<file path="config.mk">
export PLATFORM = sky130hd
export DESIGN_NAME = cppd_parser
export DESIGN_NICKNAME = d
export VERILOG_FILES = /design/src/rtl/cppd_pkg.sv /design/src/rtl/cppd_parser.sv
export SDC_FILE = /design/constraint.sdc
export NUM_CORES = 1
export LEC_CHECK = 0
export BUFFER_PORTS_ARGS = -buffer_cell sky130_fd_sc_hd__clkbuf_2
export CAP_MARGIN = 30
export CORE_MARGIN = 2
export CORE_UTILIZATION = 53
export CTS_CLUSTER_SIZE = 28
export DETAILED_ROUTE_END_ITERATION = 8
export PLACE_DENSITY = 0.81
export SLEW_MARGIN = 0
export SYNTH_ARGS = -nofsm -noshare
export SYNTH_HDL_FRONTEND = slang
export SYNTH_SLANG_ARGS = --single-unit
</file>
<file path="constraint.sdc">
create_clock -name clk -period 2.7 [get_ports clk]
set_input_delay 0.135 -clock clk [delete_from_list [all_inputs] [get_ports clk]]
set_output_delay 0.135 -clock clk [all_outputs]
set_load 0.01 [all_outputs]
</file>
<file path="src/rtl/cppd_pkg.sv">
// ----------------------------------------------------------------------------
// cppd_pkg
// Shared types and constants for the column-post picture decoder.
// ----------------------------------------------------------------------------
package cppd_pkg;

    localparam int MAX_DIMENSION_DEF   = 640;
    localparam int PALETTE_ENTRIES_DEF = 256;

    localparam int COORD_W = 10;
    localparam int BYTE_W  = 8;
    localparam int RGB_W   = 24;
    localparam int ADDR_W  = 19;
    localparam int ARGB_W  = 32;
    localparam int PROD_W  = 2 * COORD_W;

    localparam int S_TDATA_W = 56;
    localparam int M_TDATA_W = 72;

    localparam int CFG_INDEX_W = 2;
    localparam logic [CFG_INDEX_W-1:0] REG_IMAGE_WIDTH  = 2'd0;
    localparam logic [CFG_INDEX_W-1:0] REG_IMAGE_HEIGHT = 2'd1;

    localparam logic [COORD_W-1:0] IMAGE_WIDTH_RST  = 10'd320;
    localparam logic [COORD_W-1:0] IMAGE_HEIGHT_RST = 10'd200;

    localparam logic [BYTE_W-1:0] END_OF_COLUMN = 8'hFF;
    localparam logic [7:0]        ALPHA_OPAQUE  = 8'hFF;

    localparam logic ACT_PALETTE = 1'b0;
    localparam logic ACT_COLUMN  = 1'b1;

    typedef enum logic [2:0] {
        PH_TOP,
        PH_LEN,
        PH_PAD,
        PH_PIX,
        PH_TRAIL,
        PH_DONE
    } cppd_phase_t;

    // Pixel stage between the parser and the address/output stage
    typedef struct packed {
        logic               valid;
        logic [COORD_W-1:0] column;
        logic [COORD_W-1:0] row;
        logic               oob;
    } cppd_pix_t;

endpackage

</file>
<file path="src/rtl/cppd_parser.sv">
// ----------------------------------------------------------------------------
// cppd_parser
// Post parsing state machine and the registered pixel stage.
// ----------------------------------------------------------------------------
module cppd_parser
    import cppd_pkg::*;
#(
    parameter int MAX_DIMENSION = MAX_DIMENSION_DEF
)
(
    input  logic               clk,
    input  logic               rst_n,
    input  logic               item_accept,
    input  logic               action,
    input  logic [COORD_W-1:0] column,
    input  logic [BYTE_W-1:0]  data_byte,
    input  logic               first_in_column,
    input  logic               last_in_column,
    input  logic [COORD_W-1:0] image_width,
    input  logic [COORD_W-1:0] image_height,
    input  logic               stage_pop,
    output cppd_pix_t          pix
);

    localparam logic [COORD_W:0] DIM_LIMIT = (COORD_W+1)'(MAX_DIMENSION);

    cppd_phase_t        phase_reg, phase_next, phase_eff;
    logic [COORD_W-1:0] row_reg, row_next, row_eff;
    logic [BYTE_W-1:0]  left_reg, left_next, left_eff;
    logic               size_ok;
    logic               emit;
    logic               pix_valid_reg, pix_valid_next;
    logic [COORD_W-1:0] pix_column_reg;
    logic [COORD_W-1:0] pix_row_reg;
    logic               pix_oob_reg;
    logic               row_oob;

    assign size_ok = (image_width != '0) && ({1'b0, image_width} <= DIM_LIMIT) &&
                     (image_height != '0) && ({1'b0, image_height} <= DIM_LIMIT);

    // A first byte restarts the column before it is parsed
    assign phase_eff = first_in_column ? PH_TOP : phase_reg;
    assign row_eff   = first_in_column ? '0 : row_reg;
    assign left_eff  = first_in_column ? '0 : left_reg;

    assign row_oob = (row_eff >= image_height) || ({1'b0, row_eff} >= DIM_LIMIT);

    always_ff @(posedge clk or negedge rst_n)
    begin
        if (!rst_n)
        begin
            phase_reg     <= PH_TOP;
            row_reg       <= '0;
            left_reg      <= '0;
            pix_valid_reg <= 1'b0;
        end
        else
        begin
            phase_reg     <= phase_next;
            row_reg       <= row_next;
            left_reg      <= left_next;
            pix_valid_reg <= pix_valid_next;
        end
    end

    always_comb
    begin
        phase_next = phase_reg;
        row_next   = row_reg;
        left_next  = left_reg;
        emit       = 1'b0;
        if (item_accept && (action == ACT_COLUMN) && size_ok)
        begin
            phase_next = phase_eff;
            row_next   = row_eff;
            left_next  = left_eff;
            unique case (phase_eff)
                PH_TOP:
                begin
                    if (!last_in_column)
                    begin
                        if (data_byte == END_OF_COLUMN)
                        begin
                            phase_next = PH_DONE;
                        end
                        else
                        begin
                            row_next   = COORD_W'(data_byte);
                            phase_next = PH_LEN;
                        end
                    end
                end
                PH_LEN:
                begin
                    left_next  = data_byte;
                    phase_next = PH_PAD;
                end
                PH_PAD:
                begin
                    phase_next = (left_eff == '0) ? PH_TRAIL : PH_PIX;
                end
                PH_PIX:
                begin
                    emit      = 1'b1;
                    row_next  = row_eff + COORD_W'(1);
                    left_next = left_eff - BYTE_W'(1);
                    if (left_eff == BYTE_W'(1))
                    begin
                        phase_next = PH_TRAIL;
                    end
                end
                PH_TRAIL:
                begin
                    phase_next = PH_TOP;
                end
                default:
                begin
                    phase_next = phase_eff;
                end
            endcase
        end
    end

    // Hold the pixel stage while the output side is stalled
    always_comb
    begin
        if (item_accept)
        begin
            pix_valid_next = emit;
        end
        else if (stage_pop)
        begin
            pix_valid_next = 1'b0;
        end
        else
        begin
            pix_valid_next = pix_valid_reg;
        end
    end

    always_ff @(posedge clk)
    begin
        if (item_accept)
        begin
            pix_column_reg <= column;
            pix_row_reg    <= row_eff;
            pix_oob_reg    <= row_oob;
        end
    end

    assign pix.valid  = pix_valid_reg;
    assign pix.column = pix_column_reg;
    assign pix.row    = pix_row_reg;
    assign pix.oob    = pix_oob_reg;

endmodule

</file>
==> results of run 1 <==
-- power by group through the flow --
| stage | Clock, mW | Combinational, mW | Sequential, mW |
|---|---|---|---|
| floorplan | 0 | 0.480 | 0.913 |
| global placement | 0 | 0.619 | 0.941 |
| detailed placement | 0 | 0.634 | 0.946 |
| CTS | 0.408 | 0.640 | 0.932 |
| global route | 0.431 | 0.719 | 0.956 |
| finish | 0.394 | 0.639 | 0.936 |
-- placed cells by master, fill, tap and decap left out, types with 2 or more instances in the layout --
cell type  netlist  routed
nand4_1          6       6
inv_1           20      20
a31oi_1          3       3
o21ai_0          9       9
nor3_1          13      13
o21bai_1         4       4
nand2b_1        12      12
a211oi_1         3       3
a22oi_1          3       3
clkbuf_8         0       5
o21ai_1         15      15
a211o_1          2       2
o2bb2ai_1        3       3
o31ai_1          2       2
nand3_1          3       3
and3b_1          3       3
buf_4            2       4
a21o_1           3       3
nand2_1         25      25
clkbuf_2         0      66
o22ai_1          2       2
nor4_1           3       3
dfrtp_1         22      22
a21oi_1         25      25
nor3b_1          3       3
nor2b_1         10      10
ha_1            13      13
nor2_1          14      14
edfxtp_1        21      21
o32a_1           2       2
-- per-stage QoR --
step / total power, mW / hold slack, ps / instances / util / area (sq um)
after floorplan: 1.39 / -161 / 287 / - / 2690
after global placement: 1.56 / 157 / 407 / 0.634 / 3050
after detailed placement: 1.58 / 161 / 407 / 0.634 / 3050
after CTS: 1.98 / 12.3 / 416 / 0.653 / 3150
after global routing: 2.11 / 4.65 / 416 / 0.653 / 3150
final: 1.97 / 13.7 / 416 / 0.653 / 3150
-- per-layer routing --
metal	wire, um	up-vias
li1	-	1178
met1	2460	1133
met2	2930	109
met3	507	10
met4	83	0
met5	0	-
-- cell families after synthesis --
logic type	Yosys count	share of synthesized area
AO/OA/AOI/OAI	89	0.214
adder cells (fa/ha/maj)	13	0.0605
buffers and inverters	37	0.0577
flip-flops	43	0.439
multiplexers	2	0.00838
AND/OR/NAND/NOR	103	0.220
-- cell type report --
type	count	area (sq um)
well taps	67	83.8
inverters	20	75.1
repair buffers	71	370
fillers	412	1670
clock inverters	2	12.5
flip-flops and latches	43	1180
clock buffers	6	72.6
multi-input cells	207	1350
-- worst max-delay path by stage --
stage,slack [ps],start,cells after the start,endpoint
2_1_floorplan,220,first_in_column,11,pix_oob_reg$_DFFE_PP_
3_3_place_gp,720,row_reg[0]$_DFFE_PN0P_,8,pix_oob_reg$_DFFE_PP_
3_5_place_dp,670,phase_reg[1]$_DFFE_PN0P_,6,row_reg[6]$_DFFE_PN0P_
4_1_cts,650,phase_reg[1]$_DFFE_PN0P_,6,row_reg[6]$_DFFE_PN0P_
5_1_grt,490,row_reg[0]$_DFFE_PN0P_,8,pix_oob_reg$_DFFE_PP_
6_report,620,phase_reg[1]$_DFFE_PN0P_,6,row_reg[6]$_DFFE_PN0P_
==> metrics.txt, run 1 <==
number of synthesized flops with an enable pin 21; via/cell ratio 5.84; prevailing post-synth register cell dfrtp_1; hold_sp column[5]; delay-heaviest family, CP compound AO/OA/AOI/OAI gates; later-pin clock latency in the skew report 290 ps; worst flop-to-flop path startpoint phase_reg[1]$_DFFE_PN0P_; number of port buffers 66; Post-CTS Setup Bufs 0; Peak VDD IR between 300 and 400 uV; Syn Inst Count 287; Syn Std Cell Area about 2700 sq um; Area Growth Syn to Fin 17.1%; Yosys cell types 58; sequential cell fraction of total power 0.475; Seq cells post-synth 43; DIE HEIGHT 75.2 um; Worst Tran Pin Value 619 ps; status completed; starting density of the core 0.558; Root Buffer clkbuf_8; Leak 1.43 nW; cts repair resizes 0; fin crit period approximately 2100 ps; DP Wirelength 4.54 mm; PnR worst setup slack 616 ps; via count of the routed design 2430; final setup fails 0; Bufs and invs on worst path 0; type of the worst setup path flip-flop to flip-flop; Net Count, Synth 345; Mean Syn Cell Area between 9 and 10 sq um; Yosys top cell area share 0.235; n_diodes 0; worst slack, placed 667 ps; antenna violations before repair 0; Psw 0.713 mW; critical path peak fanout 20; 1st-iter DRT viols 115; Die X 75.2 um; crit share post-route 0.772; layout cells sized above 1 0.244; CTS buffer count 5; Seq/Total Area, Yosys 0.439; yosys warns 0; per-cell routed wire length 14.4 um; R2R Setup Slk 620 ps; GRT Util Overall 0.218; switch share 0.362; Worst EP required roughly 2900 ps; cells along the critical path nor3_1 -> o221a_2 -> nor2_1 -> o21ai_1 -> o311ai_1 -> mux2_1; crit end category flip-flop; first-pass GRT wire length 9.49 mm; Peak Freq 0.480 GHz; met2 Use GR 0.393; setup TNS 0 ps; clk sinks 43; Final Hold Viols 0; Critical-path top delay cell dfrtp_1; largest cells by area after synthesis edfxtp_1, dfrtp_1, ha_1; Power Internal 1.26 mW; Critical Path Source Type flip-flop; core area a little under 5000 sq um; die area 5660 sq um; crit-path max cell delay about 600 ps; grt total ovfl 0; Most Crowded Layer GR met2; Comb power frac 0.324; dominant cell type by area after synthesis edfxtp_1; clock power share 0.200; vias in the first global route 2148; met3 Track Usage GR 0.0549; async set-reset flop share out of synthesis 0.512; PD cells 626 nW/um^2; Max-slew headroom 0.586; routability cong. 0.932; Slew Viols, Final 0; TritonCTS clock tree yes; met1 Usage GRT 0.259; r2r endpoint row_reg[6]$_DFFE_PN0P_; Clock transition at path regs 80 ps; I/O pin count 67; H-tree depth 2; Final Skew 4.55 ps; RSZ-0062 raised after global routing no; Max Cap Viol 0; synth cell count leaders a21oi_1, nand2_1, dfrtp_1, edfxtp_1, inv_1; WHS Path Cells 1; Initial DRT Pass Iterations 5; post-route ant nets 0; Hold Path Class primary input to flip-flop; Hold Path Sink pix_column_reg[5]$_DFFE_PP_; Critical Path AT 2260 ps; pin count of the biggest net entering global routing 40; Nets slightly above 400; reg2reg path depth 6; Clock Path Buffers 2; residual DRC count 0; drt total wl 5.99 mm; Hold-fix buffers, CTS 1; standard-cell row count 25
(Power assumes the default switching activity.)
==> run 2, diff against run 1 <==
--- a/config.mk
+++ b/config.mk
@@ -5,13 +5,14 @@
 export SDC_FILE = /design/constraint.sdc
 export NUM_CORES = 1
 export LEC_CHECK = 0
+export ABC_AREA = 1
 export BUFFER_PORTS_ARGS = -buffer_cell sky130_fd_sc_hd__clkbuf_2
 export CAP_MARGIN = 30
 export CORE_MARGIN = 2
-export CORE_UTILIZATION = 53
+export CORE_UTILIZATION = 50
 export CTS_CLUSTER_SIZE = 28
 export DETAILED_ROUTE_END_ITERATION = 8
-export PLACE_DENSITY = 0.81
+export PLACE_DENSITY = 0.78
 export SLEW_MARGIN = 0
 export SYNTH_ARGS = -nofsm -noshare
 export SYNTH_HDL_FRONTEND = slang
==> constraint.sdc (replaced) <==
create_clock -name clk -period 1.8 [get_ports clk]
set_input_delay 0.09 -clock clk [delete_from_list [all_inputs] [get_ports clk]]
set_output_delay 0.09 -clock clk [all_outputs]
set_load 0.01 [all_outputs]
==> metrics.txt, run 2 <==
Initial DRT Pass Iterations 6; Hold Path Class primary input to flip-flop; CP dominant cell by count a21oi_1; standard-cell row count 28; final setup fails 0; commonest cells after routing, fill and taps aside nand2_1, inv_1, clkbuf_2; dominant cell type by area after synthesis edfxtp_1; post-route ant nets 0; switch share 0.369; Yosys top cell area share 0.200; Bufs and invs on worst path 1; critical path capture point pix_oob_reg$_DFFE_PP_; GRT Util Overall 0.261; PD cells between 900 and 1000 nW/um^2; I/O pin count 67; r2r endpoint pix_oob_reg$_DFFE_PP_; number of synthesized flops with an enable pin 21; 1st-iter DRT viols 251; Seq/Total Area, Yosys 0.374; delay-heaviest family, CP flip-flops; DP Wirelength between 6 and 7 mm; critical path peak fanout 5; DIE HEIGHT 83.4 um; Leak 2.12 nW; setup TNS 0 ps; crit share post-route 0.930; Clock transition at path regs about 80 ps; Placed Cells 592; via count of the routed design between 3000 and 4000; vias in the first global route 3259; Worst Tran Pin Value 638 ps; Net Count, Synth roughly 510; drt total wl 8.64 mm; antenna violations before repair 0; clk sinks 43; Critical Path AT 1720 ps; cells along the critical path inv_1 -> nor2_1 -> ha_1 -> a21oi_1 -> o21ai_0 -> a21oi_1 -> nand4_1; type of the worst setup path flip-flop to flip-flop; n_diodes 0; overall power ~3.5 mW; Worst EP required roughly 1900 ps; Peak VDD IR 610 uV; core area 6030 sq um; Syn Inst Count between 400 and 500; Critical Path Source Type flip-flop; starting density of the core 0.524; yosys warns 0; die area approximately 7000 sq um; Seq cells post-synth 43; Syn Std Cell Area around 3200 sq um; Slew Viols, Final 0; via/cell ratio 5.31; crit-path max cell delay 430 ps; status completed; Max-slew headroom 0.575; Peak Freq 0.598 GHz; prevailing post-synth register cell dfrtp_1; fin area 3860 sq um; crit end category flip-flop; pin count of the biggest net entering global routing 25; Die X 83.4 um; Critical-path top delay cell dfrtp_1; RSZ-0062 raised after global routing no; worst hold slack 54.0 ps; R2R Setup Slk between 100 and 150 ps; Comb power frac 0.350; fin crit period ~1700 ps; first-pass GRT wire length 14.8 mm; CTS buffer count 5; Clock Path Buffers 2; Psw around 1.3 mW; Mean Syn Cell Area 7.06 sq um; reg2reg path depth 7; residual DRC count 0; async set-reset flop share out of synthesis 0.512; sequential cell fraction of total power 0.385; later-pin clock latency in the skew report 310 ps; worst flop-to-flop path startpoint row_reg[7]$_DFFE_PN0P_; Nets 593; Placed Area between 3000 and 4000 sq um; largest cells by area after synthesis edfxtp_1, nand2_1, dfrtp_1; Power Internal 2.20 mW; synth cell count leaders nand2_1, inv_1, nand3_1, nor2_1, dfrtp_1; grt total ovfl 0; Levels on crit path 7; Post-CTS Setup Bufs 0; Max Cap Viol 0; H-tree depth 2; per-cell routed wire length 14.1 um; number of port buffers 66; commonest non-fill, non-tap cell in the layout nand2_1; Root Buffer clkbuf_8; clock power share 0.264; post-route insts no fill 611; Final Hold Viols 0; routability cong. 0.933; Critical path origin row_reg[7]$_DFFE_PN0P_; most frequent cell after synthesis nand2_1; Final Skew 10.9 ps; Area Growth Syn to Fin 22.2%; layout cells sized above 1 0.228; Yosys cell types 31; TritonCTS clock tree yes
[run 2: cell types whose count changed after synthesis, moves of 12 or more]
cell / delta
nand2b_1: -12
a21oi_1: -15
nor2_1: +18
nand3_1: +41
nand2_1: +130
inv_1: +47
[run 2: metal layers]
metal	GRT usage	wire length, um
met2	0.444	4160
met3	0.0477	603
met1	0.321	3600
met4	0.122	273
met5	0	0
[run 2: what timing repair did]
action                                  CTS  global route
hold buffers                             11             0
endpoints found under the setup margin    0             4
hold endpoints to repair                 32             0
resized for setup                         0             3
[run 2: layout make-up]
class,instances,area (sq um)
flip-flops and latches,43,1180
clock buffers,5,68.8
repair buffers,92,553
clock inverters,3,67.6
well taps,75,93.8
inverters,74,278
multi-input cells,319,1620
fillers,540,2170
[run 2: how the worst min path moves through the flow]
stage / from / end / slack, ps / cells past startpoint
floorplan: rst_n / left_reg[0]$_DFFE_PN0P_ / -210 / 0
global placement: rst_n / left_reg[5]$_DFFE_PN0P_ / 130 / 1
detailed placement: rst_n / left_reg[5]$_DFFE_PN0P_ / 140 / 1
CTS: stage_pop / pix_valid_reg$_DFFE_PN0P_ / 50 / 4
global route: stage_pop / pix_valid_reg$_DFFE_PN0P_ / 100 / 4
finish: stage_pop / pix_valid_reg$_DFFE_PN0P_ / 50 / 4
[run 2: power groups by stage]
stage	clock network (mW)	logic (mW)	registers, mW
6_report	0.923	1.22	1.35
5_1_grt	0.969	1.39	1.36
4_1_cts	0.934	1.20	1.34
3_5_place_dp	0	1.17	1.36
3_3_place_gp	0	1.14	1.35
2_1_floorplan	0	0.827	1.36
[run 2: worst register-to-register path: cells and delay by family (launching register included)]
family / cells / cell delay, ps
fa+ha+maj: 1 / 290
buf+inv: 1 / 60
simple gates: 2 / 290
flops: 1 / 430
compound gates: 3 / 350
[run 2: logic make-up (layout without fill, tap and decap cells)]
group	Yosys count	in the layout	synth area share
AOI/OAI and AO/OA	37	37	0.0662
adders and majority gates	13	13	0.0515
buffers and inverters	85	174	0.117
DFF	43	43	0.374
and+or+nand+nor	269	269	0.391
[run 2: metrics by stage]
stage,worst slack [ps],utilization
floorplan,277,-
global placement,197,0.598
detailed placement,159,0.598
CTS,143,0.638
global route,10.4,0.640
finish,126,0.640
==> run 3, diff against run 2 <==
--- a/config.mk
+++ b/config.mk
@@ -12,6 +12,7 @@
 export CORE_UTILIZATION = 50
 export CTS_CLUSTER_SIZE = 28
 export DETAILED_ROUTE_END_ITERATION = 8
+export MAX_ROUTING_LAYER = met4
 export PLACE_DENSITY = 0.78
 export SLEW_MARGIN = 0
 export SYNTH_ARGS = -nofsm -noshare
==> metrics.txt, run 3 (synthesis gave the netlist of run 2 again) <==
PD cells 847 nW/um^2; H-tree depth 2; residual DRC count 0; Slew Viols, Final 0; setup TNS 0 ps; final setup fails 0; TritonCTS clock tree yes; standard-cell row count 28; fillers 548; status completed; Root Buffer clkbuf_8; DP Wirelength 6.33 mm; cells along the critical path inv_1 -> nor2_1 -> ha_1 -> a21oi_1 -> o21ai_0 -> a21oi_1 -> nand4_1; Critical-path top delay cell dfrtp_2; critical path peak fanout 5; Placed Area around 3600 sq um; 1st-iter DRT viols 322; n_diodes 0; Clock Path Buffers 2; PnR worst setup slack between 100 and 150 ps; delay-heaviest family, CP compound AO/OA/AOI/OAI gates; Die X ~83 um; worst slack, placed around 120 ps; die area ~7000 sq um; Worst Tran Pin Value approximately 590 ps; CTS buffer count 5; number of port buffers 66; crit-path max cell delay between 400 and 500 ps; Peak VDD IR 561 uV; starting density of the core 0.524; Nets 593; DIE HEIGHT 83.4 um; Peak Freq 0.589 GHz; Critical Path AT between 1500 and 2000 ps; via/cell ratio 5.35; post-route ant nets 0; Clock transition at path regs 90 ps; core area 6030 sq um; pin count of the biggest net entering global routing 24; routability cong. 0.950; antenna violations before repair 0; fin crit period 1700 ps; commonest non-fill, non-tap cell in the layout nand2_1; grt total ovfl 0; fin area 3810 sq um; Critical Path Source Type flip-flop; Final Core Density 0.633; overall power 3.23 mW; crit share post-route 0.944; via count of the routed design 3268; post-route insts no fill 611; RSZ-0062 raised after global routing no; Max Cap Viol 0; Initial DRT Pass Iterations 5; Final Skew ~2.5 ps; per-cell routed wire length 14.0 um; layout cells sized above 1 0.228; clk sinks 43; Area Growth Syn to Fin 20.9%; Post-CTS Setup Bufs 0; Max-slew headroom 0.605; Placed Cells 592; Bufs and invs on worst path 1; Leak 2.10 nW; Worst EP required 1850 ps; type of the worst setup path flip-flop to flip-flop; worst hold slack 31.9 ps; vias in the first global route 3256; GRT Util Overall 0.261; later-pin clock latency in the skew report between 300 and 400 ps; commonest cells after routing, fill and taps aside nand2_1, inv_1, clkbuf_2; Hold Path Class primary input to flip-flop; crit end category flip-flop; Final Hold Viols 0; drt total wl 8.55 mm; first-pass GRT wire length 14.5 mm; CP dominant cell by count a21oi_1; I/O pin count 67
==> run 3: tightest hold or removal path: stages <==
cell      delay (ps)
clkbuf_2          80
nor2_1            30
nand2_1           40
o21ai_0           60
==> run 3: path summary, 6_finish.rpt <==
check	startpoint	endpoint	slack [ps]	cells after the start
setup / recovery	row_reg[7]$_DFFE_PN0P_	pix_oob_reg$_DFFE_PP_	100	7
hold / removal	stage_pop	pix_valid_reg$_DFFE_PN0P_	30	4
setup reg to reg	row_reg[7]$_DFFE_PN0P_	pix_oob_reg$_DFFE_PP_	100	7
hold reg to reg	left_reg[3]$_DFFE_PN0P_	left_reg[3]$_DFFE_PN0P_	490	2
max in group asynchronous	rst_n	row_reg[7]$_DFFE_PN0P_	1070	2
min in group asynchronous	rst_n	left_reg[7]$_DFFE_PN0P_	310	2
==> run 3: layer usage <==
layer  track usage  share of wire  vias to the layer above
li1              -              -                     1600
met1         0.318           0.41                     1491
met2         0.433           0.49                      151
met3        0.0437          0.071                       26
met4         0.106          0.024                        0
met5             -              0                        -
==> run 3: timing repair <==
item | CTS | global route
gates resized for setup | 0 | 3
setup endpoints to repair | 0 | 3
hold buffers | 11 | 0
hold endpoints to repair | 32 | 0
==> run 3: power breakdown <==
group / total (mW) / switching [mW] / internal, mW
clock network: 0.649 / 0.371 / 0.278
logic: 1.24 / 0.792 / 0.447
registers: 1.34 / 0.134 / 1.21
total: 3.23 / 1.30 / 1.94
==> run 3: cell type report <==
class	instances	area, sq um	share of cell area
Tap cell	75	93.8	0.0246
Inverter	74	278	0.0728
Timing Repair Buffer	92	553	0.145
Sequential cell	43	1180	0.310
Clock buffer	5	68.8	0.0180
Clock inverter	3	25.0	0.00656
Multi-Input combinational cell	319	1610	0.423
